--- src/rtl/vfc_pkg.sv ---
// Shared types, constants and the key function for the voxel face culler.
// No dependencies; every other file imports this package.
`default_nettype none

package vfc_pkg;

    // defaults for the top-level parameters
    localparam int STORE_DEPTH_DEF = 4096;
    localparam int MAX_EXTENT_DEF  = 64;

    // fixed field widths
    localparam int MODE_W     = 3;
    localparam int CRD_W      = 6;
    localparam int COL_W      = 8;
    localparam int FACE_W     = 6;
    localparam int IDX_W      = 12;
    localparam int CNT_OUT_W  = 13;
    localparam int SZ_W       = 7;
    localparam int CAP_W      = 13;
    localparam int SXY_W      = 2 * SZ_W;
    localparam int KEY_W      = 21;
    localparam int CFG_IDX_W  = 2;
    localparam int CFG_DATA_W = 13;
    localparam int GAP_W      = 10;
    localparam int NUM_GAPS   = 8;
    localparam int GIDX_W     = 4;
    localparam int FIDX_W     = 3;

    // item modes
    localparam logic [MODE_W-1:0] MODE_CLEAR  = 3'd0;
    localparam logic [MODE_W-1:0] MODE_LOAD   = 3'd1;
    localparam logic [MODE_W-1:0] MODE_FINISH = 3'd2;
    localparam logic [MODE_W-1:0] MODE_QUERY  = 3'd3;
    localparam logic [MODE_W-1:0] MODE_READ   = 3'd4;

    // configuration register indexes
    localparam logic [CFG_IDX_W-1:0] REG_SIZE_X   = 2'd0;
    localparam logic [CFG_IDX_W-1:0] REG_SIZE_Y   = 2'd1;
    localparam logic [CFG_IDX_W-1:0] REG_SIZE_Z   = 2'd2;
    localparam logic [CFG_IDX_W-1:0] REG_CAPACITY = 2'd3;

    localparam logic [FACE_W-1:0] ALL_FACES = 6'h3F;
    localparam logic [FIDX_W-1:0] FACE_COUNT = 3'd6;

    // shell sort gap sequence
    typedef logic [GAP_W-1:0] gap_t;
    localparam gap_t GAPS [NUM_GAPS] = '{10'd701, 10'd301, 10'd132, 10'd57,
                                         10'd23, 10'd10, 10'd4, 10'd1};

    typedef struct packed {
        logic [CRD_W-1:0]  x;
        logic [CRD_W-1:0]  y;
        logic [CRD_W-1:0]  z;
        logic [COL_W-1:0]  color;
        logic [FACE_W-1:0] faces;
    } voxel_t;

    typedef enum logic [4:0] {
        S_IDLE, S_DISPATCH, S_RD_OUT,
        S_SORT_GAP, S_SORT_RDI, S_SORT_LDT, S_SORT_RDJ, S_SORT_CMP,
        S_DD_RD0, S_DD_K0, S_DD_RD, S_DD_CHK,
        S_FC_RD, S_FC_LD, S_FC_NB, S_FB_RD, S_FB_CMP,
        S_CL_RD, S_CL_CHK,
        S_QB_RD, S_QB_CMP, S_DONE
    } state_t;

    typedef enum logic [4:0] {
        OP_NONE, OP_ACCEPT, OP_CLEAR, OP_LOAD, OP_RD_ENTRY, OP_RD_OUT,
        OP_SORT_INIT, OP_GAP_NEXT, OP_GAP_BEGIN, OP_RD_I, OP_LD_T, OP_RD_JG,
        OP_SHIFT, OP_PLACE, OP_SORT_DONE,
        OP_RD_ZERO, OP_DD_K0, OP_DD_CHK, OP_DD_END,
        OP_FC_LD, OP_FC_MISS, OP_FC_HIT, OP_FB_INIT, OP_FC_WR,
        OP_QY_INIT, OP_BS_RD, OP_BS_STEP, OP_QY_HIT,
        OP_CL_INIT, OP_CL_CHK, OP_CL_END
    } dp_op_t;

    typedef struct packed {
        dp_op_t op;
    } dp_cmd_t;

    typedef struct packed {
        logic [MODE_W-1:0] mode;
        logic count_zero;
        logic is_culled;
        logic query_ok;
        logic read_ok;
        logic gaps_done;
        logic gap_skip;
        logic i_lt_n;
        logic j_ge_gap;
        logic key_gt;
        logic faces_done;
        logic nb_out;
        logic bs_open;
        logic bs_hit;
    } dp_status_t;

    // sort key (z*sy + y)*sx + x, with sxy = sx*sy
    function automatic logic [KEY_W-1:0] key_of(
        input logic [CRD_W-1:0] x,
        input logic [CRD_W-1:0] y,
        input logic [CRD_W-1:0] z,
        input logic [SZ_W-1:0]  sx,
        input logic [SXY_W-1:0] sxy
    );
        logic [KEY_W-1:0] zp;
        logic [KEY_W-1:0] yp;
        zp = KEY_W'(z) * KEY_W'(sxy);
        yp = KEY_W'(y) * KEY_W'(sx);
        return zp + yp + KEY_W'(x);
    endfunction

endpackage

`default_nettype wire

--- src/rtl/vfc_ctrl.sv ---
// Controller state machine of the voxel face culler.
// Depends on vfc_pkg; drives vfc_datapath by command word, reads its status.
`default_nettype none

module vfc_ctrl
    import vfc_pkg::*;
(
    input  wire logic       clk,
    input  wire logic       rst_n,
    input  wire logic       start,
    input  dp_status_t      st,
    output dp_cmd_t         cmd,
    output logic            busy,
    output logic            done
);

    state_t state_reg;
    state_t state_next;

    // hold state
    always_ff @(posedge clk or negedge rst_n)
    begin
        if (!rst_n)
        begin
            state_reg <= S_IDLE;
        end
        else
        begin
            state_reg <= state_next;
        end
    end

    // sequence commands for each mode
    always_comb
    begin
        state_next = state_reg;
        cmd.op     = OP_NONE;
        busy       = (state_reg != S_IDLE);
        done       = 1'b0;
        case (state_reg)
            S_IDLE:
            begin
                if (start)
                begin
                    cmd.op     = OP_ACCEPT;
                    state_next = S_DISPATCH;
                end
            end
            S_DISPATCH:
            begin
                state_next = S_DONE;
                case (st.mode)
                    MODE_CLEAR:  cmd.op = OP_CLEAR;
                    MODE_LOAD:   cmd.op = OP_LOAD;
                    MODE_FINISH:
                    begin
                        if (!st.count_zero)
                        begin
                            cmd.op     = OP_SORT_INIT;
                            state_next = S_SORT_GAP;
                        end
                    end
                    MODE_QUERY:
                    begin
                        if (st.query_ok)
                        begin
                            cmd.op     = OP_QY_INIT;
                            state_next = S_QB_RD;
                        end
                    end
                    MODE_READ:
                    begin
                        if (st.read_ok)
                        begin
                            cmd.op     = OP_RD_ENTRY;
                            state_next = S_RD_OUT;
                        end
                    end
                    default: cmd.op = OP_NONE;
                endcase
            end
            S_RD_OUT:
            begin
                cmd.op     = OP_RD_OUT;
                state_next = S_DONE;
            end
            // shell sort passes
            S_SORT_GAP:
            begin
                if (st.gaps_done)
                begin
                    cmd.op     = OP_SORT_DONE;
                    state_next = st.is_culled ? S_DONE : S_DD_RD0;
                end
                else if (st.gap_skip)
                begin
                    cmd.op = OP_GAP_NEXT;
                end
                else
                begin
                    cmd.op     = OP_GAP_BEGIN;
                    state_next = S_SORT_RDI;
                end
            end
            S_SORT_RDI:
            begin
                if (st.i_lt_n)
                begin
                    cmd.op     = OP_RD_I;
                    state_next = S_SORT_LDT;
                end
                else
                begin
                    cmd.op     = OP_GAP_NEXT;
                    state_next = S_SORT_GAP;
                end
            end
            S_SORT_LDT:
            begin
                cmd.op     = OP_LD_T;
                state_next = S_SORT_RDJ;
            end
            S_SORT_RDJ:
            begin
                if (st.j_ge_gap)
                begin
                    cmd.op     = OP_RD_JG;
                    state_next = S_SORT_CMP;
                end
                else
                begin
                    cmd.op     = OP_PLACE;
                    state_next = S_SORT_RDI;
                end
            end
            S_SORT_CMP:
            begin
                if (st.key_gt)
                begin
                    cmd.op     = OP_SHIFT;
                    state_next = S_SORT_RDJ;
                end
                else
                begin
                    cmd.op     = OP_PLACE;
                    state_next = S_SORT_RDI;
                end
            end
            // drop duplicate keys
            S_DD_RD0:
            begin
                cmd.op     = OP_RD_ZERO;
                state_next = S_DD_K0;
            end
            S_DD_K0:
            begin
                cmd.op     = OP_DD_K0;
                state_next = S_DD_RD;
            end
            S_DD_RD:
            begin
                if (st.i_lt_n)
                begin
                    cmd.op     = OP_RD_I;
                    state_next = S_DD_CHK;
                end
                else
                begin
                    cmd.op     = OP_DD_END;
                    state_next = S_FC_RD;
                end
            end
            S_DD_CHK:
            begin
                cmd.op     = OP_DD_CHK;
                state_next = S_DD_RD;
            end
            // face masks
            S_FC_RD:
            begin
                if (st.i_lt_n)
                begin
                    cmd.op     = OP_RD_I;
                    state_next = S_FC_LD;
                end
                else
                begin
                    cmd.op     = OP_CL_INIT;
                    state_next = S_CL_RD;
                end
            end
            S_FC_LD:
            begin
                cmd.op     = OP_FC_LD;
                state_next = S_FC_NB;
            end
            S_FC_NB:
            begin
                if (st.faces_done)
                begin
                    cmd.op     = OP_FC_WR;
                    state_next = S_FC_RD;
                end
                else if (st.nb_out)
                begin
                    cmd.op = OP_FC_MISS;
                end
                else
                begin
                    cmd.op     = OP_FB_INIT;
                    state_next = S_FB_RD;
                end
            end
            S_FB_RD:
            begin
                if (st.bs_open)
                begin
                    cmd.op     = OP_BS_RD;
                    state_next = S_FB_CMP;
                end
                else
                begin
                    cmd.op     = OP_FC_MISS;
                    state_next = S_FC_NB;
                end
            end
            S_FB_CMP:
            begin
                if (st.bs_hit)
                begin
                    cmd.op     = OP_FC_HIT;
                    state_next = S_FC_NB;
                end
                else
                begin
                    cmd.op     = OP_BS_STEP;
                    state_next = S_FB_RD;
                end
            end
            // compact away faceless voxels
            S_CL_RD:
            begin
                if (st.i_lt_n)
                begin
                    cmd.op     = OP_RD_I;
                    state_next = S_CL_CHK;
                end
                else
                begin
                    cmd.op     = OP_CL_END;
                    state_next = S_DONE;
                end
            end
            S_CL_CHK:
            begin
                cmd.op     = OP_CL_CHK;
                state_next = S_CL_RD;
            end
            // occupancy query
            S_QB_RD:
            begin
                if (st.bs_open)
                begin
                    cmd.op     = OP_BS_RD;
                    state_next = S_QB_CMP;
                end
                else
                begin
                    state_next = S_DONE;
                end
            end
            S_QB_CMP:
            begin
                if (st.bs_hit)
                begin
                    cmd.op     = OP_QY_HIT;
                    state_next = S_DONE;
                end
                else
                begin
                    cmd.op     = OP_BS_STEP;
                    state_next = S_QB_RD;
                end
            end
            S_DONE:
            begin
                done       = 1'b1;
                state_next = S_IDLE;
            end
            default: state_next = S_IDLE;
        endcase
    end

    a_accept_busy: assert property (@(posedge clk) disable iff (!rst_n)
        (start && !busy) |=> (busy && !done))
        else $error("accepted word did not raise busy");
    a_done_single: assert property (@(posedge clk) disable iff (!rst_n)
        done |=> !done)
        else $error("result strobe held longer than one cycle");
    a_done_busy: assert property (@(posedge clk) disable iff (!rst_n)
        done |-> (busy && cmd.op == OP_NONE))
        else $error("result strobe while datapath still commanded");

endmodule

`default_nettype wire

--- config.mk ---
export PLATFORM = sky130hd
export DESIGN_NAME = vfc_ctrl
export DESIGN_NICKNAME = d
export VERILOG_FILES = /design/src/rtl/vfc_pkg.sv /design/src/rtl/vfc_ctrl.sv
export SDC_FILE = /design/constraint.sdc
export NUM_CORES = 1
export LEC_CHECK = 0
export ABC_AREA = 1
export BUFFER_PORTS_ARGS = -buffer_cell sky130_fd_sc_hd__buf_4
export CAP_MARGIN = 20
export CORE_MARGIN = 3
export CORE_UTILIZATION = 25
export CTS_BUF_LIST = sky130_fd_sc_hd__clkbuf_2 sky130_fd_sc_hd__clkbuf_4 sky130_fd_sc_hd__clkbuf_8
export CTS_CLUSTER_SIZE = 40
export DETAILED_ROUTE_END_ITERATION = 8
export GPL_TIMING_DRIVEN = 1
export MAX_ROUTING_LAYER = met4
export SETUP_SLACK_MARGIN = 0.02
export SLEW_MARGIN = 30
export SYNTH_ARGS = -nofsm -noshare
export SYNTH_HDL_FRONTEND = slang
export SYNTH_SLANG_ARGS = --single-unit
--- constraint.sdc ---
create_clock -name clk -period 4.1 [get_ports clk]
set_clock_uncertainty 0.05 [all_clocks]
set_input_delay 0.615 -clock clk [delete_from_list [all_inputs] [get_ports clk]]
set_output_delay 0.615 -clock clk [all_outputs]
set_load 0.005 [all_outputs]
==> results of run 1 <==
where the power goes:
group	switching [mW]	leakage, nW	internal, mW
Sequential	0.0716	0.0629	0.0733
Clock	0.0230	0.0262	0.0732
Combinational	0.401	0.700	0.256
cells in the mapped netlist (all sizes together):
cell type / n / area, um^2
nand3: 25 / 145
nand3b: 1 / 7.51
dfrtp: 5 / 125
nor3: 7 / 40.0
a211oi: 2 / 15.0
nor3b: 1 / 7.51
o21ai: 4 / 20.0
nor2: 45 / 210
nand2: 65 / 277
nor4: 1 / 6.26
a21oi: 3 / 15.0
clkinv: 1 / 5.00
o211a: 1 / 10.0
o2111ai: 3 / 26.3
buf: 3 / 22.5
inv: 29 / 109
nand4: 10 / 62.6
per-stage QoR:
stage | power [mW] | util | instance area (um^2)
3_5_place_dp | 0.794 | 0.324 | 1330
6_report | 0.898 | 0.335 | 1380
2_1_floorplan | 0.576 | - | 1100
5_1_grt | 0.983 | 0.335 | 1380
4_1_cts | 0.895 | 0.335 | 1380
3_3_place_gp | 0.798 | 0.324 | 1330
layout by cell type, fill, tap and decap left out, drive strengths merged, types with 4 or more instances in the layout:
cell type / n
nand2: 65
nor2: 45
inv: 29
buf: 25
nand3: 25
nand4: 10
nor3: 7
dfrtp: 5
o21ai: 4
clkbuf: 4
kinds of logic after synthesis:
group           Yosys count  synth area share
simple gates            155             0.685
compound gates           13            0.0782
flops                     5             0.113
buf+inv                  33             0.124
path summary, 6_finish.rpt:
| path | start | to | slack, ns | cells past startpoint |
|---|---|---|---|---|
| worst min-delay path | rst_n | state_reg[1] | 0.14 | 1 |
| worst min register to register | state_reg[3] | state_reg[3] | 0.76 | 2 |
| worst max register to register | state_reg[4] | state_reg[0] | 1.99 | 9 |
| worst max-delay path | state_reg[4] | cmd[4] | 1.38 | 8 |
| min in group clk | st[2] | state_reg[2] | 0.64 | 3 |
| max in group asynchronous | rst_n | state_reg[3] | 3.76 | 1 |
routing by layer:
metal,vias up,global-route usage,wire [um],part of all wire
met1,658,0.223,1790,0.45
met4,0,0.0820,135,0.034
met2,77,0.242,1700,0.43
met3,12,0.0125,315,0.080
met5,-,-,0,0
li1,724,-,-,-
final cells by class:
| type | instances | area, um^2 |
|---|---|---|
| fill | 473 | 2740 |
| multi-input combinational | 168 | 842 |
| timing repair buffer | 25 | 188 |
| sequential | 5 | 125 |
| inverter | 30 | 114 |
| tap | 50 | 62.6 |
| clock buffer | 4 | 48.8 |
==> metrics, run 1 <==
Initial DRC Count ~160; drt wl/cell roughly 14 um; setup TNS 0 ns; synthesis-stage register bit count 5; Final WS setup 1.38 ns; cell count after synthesis just over 200; Port Buf Inserts 25; Skew-Pair Late Insertion Delay 0.22 ns; share of post-route cells with drive strength above 1 0.259; hold buffers post-CTS 0; min cycle time layout 2.72 ns; CTS max path bufs 2; CP required around 3.4 ns; Slew headroom 0.620; Top Family by Delay on Critical Path simple AND/OR/NAND/NOR gates; Buf/Inv on CP 2; Starting Density 0.268; Core Region 0.00412 mm^2; RSZ-0062 raised after global routing false; ant diodes 0; placed wire-length estimate between 3000 and 4000 um; first-pass detailed-route iteration total 4; Startpoint Class register; gp weighted congestion 1.02; crit end category output pin; Root Buffer clkbuf_8; GRT Util Overall 0.164; synth unique cells 26; first-pass GRT wire length 6530 um; largest net degree at the start of global routing 14; site row count 23; min-delay worst type input port to asynchronous set/reset pin; GR Overflow Total 0; vias in the first global route around 1.4k; cts repair resizes 0; wirelength, routed ~3900 um; Max H-tree Level 1; CP arrival 2.05 ns; Post-Layout Cell Count about 280; Final ANT Viol Nets 0; fmax 0.368 GHz; crit share post-route 0.663; TritonCTS clock tree done; I/O Pins 26; Die H 72.4 um; Slew Viols, Final 0; clock sinks 5; Layout area overhead 25.1%; Synth warnings 0; CTS buffer count 3; die area ~0.0052 mm^2; max reg flops 5; syn nets 225; post-CTS setup buffer count 0; Crit Path Max Fanout 13; worst hold slack 0.135 ns; cell area power density 651 mW/mm^2; Final Hold Fails 0; initial antenna violation count 0; Setup Slack @ Placement between 1.5 and 2 ns; DRC 0; sequential share of the synthesized area 0.113; dpl cells 278; crit path kind register to output pin; Peak VDD IR 0.239 mV; Vias around 1.5k; CP cell instances inv_2, nand3_1, nor2_2, nor2_1, nand2_1, a21oi_1, nand4_1, buf_4; Clock Pin Slew Worst Setup and Hold Paths about 0.03 ns; CP max stage cell dfrtp_1; DIE WIDTH 72.4 um; outcome completed; Nets roughly 250; synthesized area 0.00110 mm^2; total of max-cap violations 0; Post-Syn Area per Cell 5.36 um^2; Worst-Margin Slew 0.570 ns; Leakage Power 0.790 nW; CP peak stage delay between 0.6 and 0.7 ns; Via density roughly 5.2; Final Setup Violations 0
Note: power is estimated with default switching activity, not from simulation.
==> run 2: changes to the inputs <==
--- a/config.mk
+++ b/config.mk
@@ -5,7 +5,7 @@
 export SDC_FILE = /design/constraint.sdc
 export NUM_CORES = 1
 export LEC_CHECK = 0
-export ABC_AREA = 1
+export ABC_AREA = 0
 export BUFFER_PORTS_ARGS = -buffer_cell sky130_fd_sc_hd__buf_4
 export CAP_MARGIN = 20
 export CORE_MARGIN = 3
==> constraint.sdc (replaced) <==
create_clock -name clk -period 2.45 [get_ports clk]
set_clock_uncertainty 0.05 [all_clocks]
set_input_delay 0.3675 -clock clk [delete_from_list [all_inputs] [get_ports clk]]
set_output_delay 0.3675 -clock clk [all_outputs]
set_load 0.005 [all_outputs]
==> run 2 against run 1 <==
Combinational power rose by 140%. Total power increased by 110%. Flip-flop and latch count unchanged. Sequential power is 9% higher. Critical endpoint is now cmd[2]. Non-clock buffer count grew 16. Global-route usage is essentially flat. Hold slack improved by 0.30 ns.
==> metrics, run 2 <==
worst r2r src state_reg[0]; ant diodes 0; setup TNS 0 ns; Clock Pin Slew Worst Setup and Hold Paths 0.04 ns; TritonCTS clock tree done; ys async rst share 1.00; cell count after synthesis between 150 and 200; Synth warnings 0; Post-Syn Area per Cell 6.42 um^2; min cycle time layout 2.30 ns; ranking of synthesized cells by area dfrtp_1 11%, a21oi_1 7.3%, o21ai_0 6.0%; die area 0.00553 mm^2; max reg flops 5; met3 routed WL 413 um; vias in the first global route 1394; wirelength, routed around 4300 um; CP arrival ~1.9 ns; syn nets between 200 and 250; Max H-tree Level 1; synthesis-stage register bit count 5; cell area power density 1250 mW/mm^2; worst hold slack roughly 0.44 ns; commonest non-fill, non-tap cells in the layout 39 x buf_4, 17 x nand2_1, 17 x a21oi_1, 14 x nor2_1, 14 x o21ai_0; GRT Util Overall 0.163; largest net degree at the start of global routing 36; CTS buffer count 3; Worst-Margin Slew 0.379 ns; filler cell count 487; synthesized area 0.00117 mm^2; Vias 1529; crit share post-route 0.940; Starting Density 0.263; Final WS setup 0.148 ns; outcome completed; Slew Viols, Final 0; Yosys top cell by area dfrtp_1; GR Overflow Total 0; CTS max path bufs 2; RSZ-0062 raised after global routing false; Die H 74.4 um; Setup Slack @ Placement 0.333 ns; clock sinks 5; placed wire-length estimate roughly 3300 um; Post-Layout Cell Count 260; post-CTS setup buffer count 0; share of post-route cells with drive strength above 1 0.245; top cells by count, synth 17 x a21oi_1, 17 x nand2_1, 16 x nor2_1; Final Hold Fails 0; Root Buffer clkbuf_8; Core Region between 0.004 and 0.005 mm^2; CP required about 2.0 ns; Final ANT Viol Nets 0; Leakage Power between 0.6 and 0.7 nW; gp weighted congestion ~1; Final Util 0.342; Startpoint Class register; top_reg_cell synth dfrtp_1; DIE WIDTH 74.4 um; Initial DRC Count 131; site row count 24; crit end category output pin; Synth top area share 0.107; sequential share of the synthesized area 0.107; total of max-cap violations 0; Port Buf Inserts 25; footprint of the multi-input gates about 940 um^2; Nets 228; fmax 0.434 GHz; Final Setup Violations 0; Crit Path Max Fanout 9; Post-synth EDFFs 0; first-pass GRT wire length 6920 um; DR top layer met4; initial antenna violation count 0; commonest non-fill, non-tap cell in the layout buf_4; Peak VDD IR around 0.47 mV; min-delay worst type input port to asynchronous set/reset pin; Slew headroom 0.747; Sequential Area between 100 and 150 um^2; Via density 5.88; DRC 0; crit path kind register to output pin; synth unique cells 49; first-pass detailed-route iteration total 4; wire length on met1 1830 um; drt wl/cell 16.4 um; Layout area overhead 30.0%; I/O Pins 26; routed wl met2 ~2000 um; dpl cells 255; Skew-Pair Late Insertion Delay 0.22 ns; Reg2Reg Setup Slack 0.54 ns; CP Launch Point state_reg[1]
-- run 2: cell count changes after synthesis, sizes merged, moves of 5 or more --
cell,previous run,this run
buf,3,13
o21ai,4,14
nand3,25,3
a31oi,0,5
nor2,45,16
clkbuf,0,6
nand2,65,17
nand4,10,0
nor2b,0,7
a21oi,3,17
inv,29,4
nand2b,0,8
-- run 2: critical path: stages (launching register included) --
cell and delay [ns]:
dfrtp_1 0.39, buf_4 0.18, nor2b_1 0.19, o21ai_0 0.27, o21ai_0 0.16, nor3_1 0.21
o211ai_1 0.11, buf_4 0.15
-- run 2: report_power, final --
group          switching [mW]  internal, mW
registers              0.0344         0.123
logic                   0.862         0.710
clock network          0.0400         0.123
-- run 2: worst paths after layout --
| path | end | depth (start not counted) |
|---|---|---|
| hold / removal | state_reg[1] | 2 |
| max in group asynchronous | state_reg[2] | 2 |
| setup reg to reg | state_reg[2] | 5 |
| min in group clk | state_reg[4] | 4 |
| hold reg to reg | state_reg[0] | 3 |
| setup / recovery | cmd[2] | 7 |
-- run 2: cell families (layout without fill, tap and decap cells) --
kind of cell / count (synthesis) / after routing / share of synthesized area
AO/OA/AOI/OAI: 68 / 68 / 0.390
XOR/XNOR: 1 / 1 / 0.00750
adder cells (fa/ha/maj): 1 / 1 / 0.00857
buffers and inverters: 23 / 49 / 0.0964
flip-flops: 5 / 5 / 0.107
multiplexers: 1 / 1 / 0.00964
AND/OR/NAND/NOR: 83 / 83 / 0.381
-- run 2: final cells by class --
cell class	instances	area share
timing repair buffer	41	0.213
inverter	4	0.00988
clock buffer	4	0.0321
sequential	5	0.0824
multi-input combinational	154	0.620
tap	52	0.0428
-- run 2: repair_timing --
action | CTS | global route
gates resized for setup | 0 | 4
setup endpoints to repair | 0 | 4
hold endpoints to repair | 5 | 0
hold buffers | 1 | 0
-- run 2: per-layer routing --
metal,up-vias,global-route usage
met2,81,0.253
met1,708,0.221
met5,-,-
met4,0,0.0395
met3,6,0.0284
li1,734,-
-- run 2: metrics by stage --
stage | total power [mW] | instance area, um^2
after floorplan | 1.17 | 1170
after global placement | 1.69 | 1450
after detailed placement | 1.67 | 1450
after CTS | 1.84 | 1510
after global routing | 2.05 | 1520
final | 1.89 | 1520
==> run 3: changes to the inputs <==
--- a/config.mk
+++ b/config.mk
@@ -5,7 +5,7 @@
 export SDC_FILE = /design/constraint.sdc
 export NUM_CORES = 1
 export LEC_CHECK = 0
-export ABC_AREA = 0
+export ABC_AREA = 1
 export BUFFER_PORTS_ARGS = -buffer_cell sky130_fd_sc_hd__buf_4
 export CAP_MARGIN = 20
 export CORE_MARGIN = 3
==> run 3 against run 2 <==
Fmax grew 2.6%. Global-route usage fell by 0.13 points. Critical path type unchanged. Critical path depth up 1. Wire length decreased by 7.7%. Critical endpoint is now cmd[3]. Largest power group unchanged. Setup slack better by 0.059 ns. Core utilization down 0.19 points. Hold slack got worse by 0.045 ns. Die area shrank 5.1%. Non-clock buffer count shrank 14. Clock power about the same. First-iteration DRC count rose by 25%. Final area down 7.9%. Highest routed layer unchanged.
==> metrics, run 3 (same netlist as run 1, synthesis figures left out) <==
CTS buffer count 3; min cycle time layout ~2.2 ns; Internal 0.686 mW; Core Region 0.00412 mm^2; outcome completed; Layout area overhead 26.8%; min-delay src st[2]; hold worst-path end state_reg[2]; cell area power density ~1100 mW/mm^2; Worst-Margin Slew around 0.36 ns; first-pass detailed-route iteration total 4; CP max stage cell dfrtp_1; Max H-tree Level 1; Setup Slack @ Placement 0.427 ns; Final Hold Fails 0; Initial DRC Count 164; wirelength, routed 3940 um; clock sinks 5; worst r2r src state_reg[1]; Final WS setup between 0.2 and 0.25 ns; CP required about 2.0 ns; GR Overflow Total 0; commonest non-fill, non-tap cell in the layout nand2_1; vias in the first global route 1404; CP peak stage delay approximately 0.55 ns; Crit Path Max Fanout 10; R2R cell count 8; Seq pwr share 0.140; TritonCTS clock tree done; Final ANT Viol Nets 0; die area 0.00525 mm^2; Post-DP Area 0.00134 mm^2; Clock Pin Slew Worst Setup and Hold Paths 0.03 ns; crit path kind register to output pin; placed wire-length estimate about 3300 um; site row count 23; fmax 0.446 GHz; Skew-Pair Late Insertion Delay 0.22 ns; Vias approximately 1.5k; commonest non-fill, non-tap cells in the layout 56 x nand2_1, 36 x nor2_1, 26 x buf_4, 22 x inv_1, 21 x nand3_1; setup TNS 0 ns; CP cell instances nor2_8, nand2_1, nor2_2, nand2_1, nand2_1, nor3b_1, nand4_1, buf_4; crit share post-route 0.915; CP dominant cell by count nand2_1; Post-Layout Cell Count 284; CP arrival between 1.5 and 2 ns; CP Launch Point state_reg[1]; Leakage Power 0.798 nW; GRT Util Overall 0.162; clock power share 0.107; DIE WIDTH 72.4 um; CTS max path bufs 2; PnR Total Power 1.51 mW; Die H 72.4 um; Nets about 250; I/O Pins 26; RSZ-0062 raised after global routing false; Slew Viols, Final 0; max reg flops 5; Hold Path Cell Cnt 3; initial antenna violation count 0; fin area between 0.001 and 0.0015 mm^2; Via density 5.12; filler cell count around 450; first-pass GRT wire length 6490 um; Slew headroom 0.758; Root Buffer clkbuf_8; Startpoint Class register; Starting Density 0.268; drt wl/cell 13.9 um; share of post-route cells with drive strength above 1 0.265; largest net degree at the start of global routing 13; ant diodes 0; Logic pwr share 0.753; Final Setup Violations 0; Port Buf Inserts 25; min-delay worst type input port to register; total of max-cap violations 0; gp weighted congestion 0.990; RR Endpoint state_reg[0]; dpl cells 279; post-CTS setup buffer count 0; sw frac 0.545; Peak VDD IR 0.439 mV; DRC 0; switching pwr 0.820 mW; crit end category output pin; Reg2Reg Setup Slack 0.74 ns
run 3: through the flow:
| stage | hold slack, ns | utilization |
|---|---|---|
| 3_3_place_gp | 0.120 | 0.325 |
| 4_1_cts | 0.395 | 0.340 |
| 5_1_grt | 0.420 | 0.340 |
| 2_1_floorplan | 0.0219 | - |
| 6_report | 0.394 | 0.340 |
| 3_5_place_dp | 0.121 | 0.325 |
run 3: worst max-delay path by stage:
stage	endpoint	slack (ns)	cells past startpoint
after floorplan	cmd[0]	0.85	8
after global placement	cmd[0]	0.41	10
after detailed placement	cmd[0]	0.43	10
after CTS	cmd[0]	0.18	10
after global routing	cmd[0]	0.04	9
final	cmd[3]	0.21	8
run 3: critical path: cells and delay by family (launching register included):
kind,cells,cell delay (ns)
buffers and inverters,1,0.16
and+or+nand+nor,7,0.89
DFF,1,0.55
run 3: layout make-up:
class | instances | area (um^2) | area share
Multi-Input combinational cell | 168 | 842 | 0.602
Sequential cell | 5 | 126 | 0.0903
Clock buffer | 4 | 48.8 | 0.0349
Timing Repair Buffer | 27 | 205 | 0.147
Tap cell | 50 | 62.6 | 0.0447
Inverter | 30 | 114 | 0.0814
run 3: per-layer routing:
layer / track usage / up-vias / part of all wire
li1: - / 727 / -
met1: 0.204 / 629 / 0.44
met2: 0.259 / 88 / 0.45
met3: 0.0263 / 11 / 0.091
met4: 0.0635 / 0 / 0.022
met5: - / - / 0
run 3: power by group through the flow:
stage          registers [mW]  logic [mW]  clock network (mW)
6_report                0.211        1.13               0.161
3_3_place_gp            0.208        1.14                   0
5_1_grt                 0.221        1.26               0.171
3_5_place_dp            0.211        1.12                   0
2_1_floorplan           0.164       0.800                   0
4_1_cts                 0.210        1.13               0.167
run 3: what timing repair did:
item / in CTS / in global routing
endpoints found under the setup margin: 0 / 1
hold buffers: 1 / 0
gates resized for setup: 0 / 1
hold endpoints to repair: 5 / 0
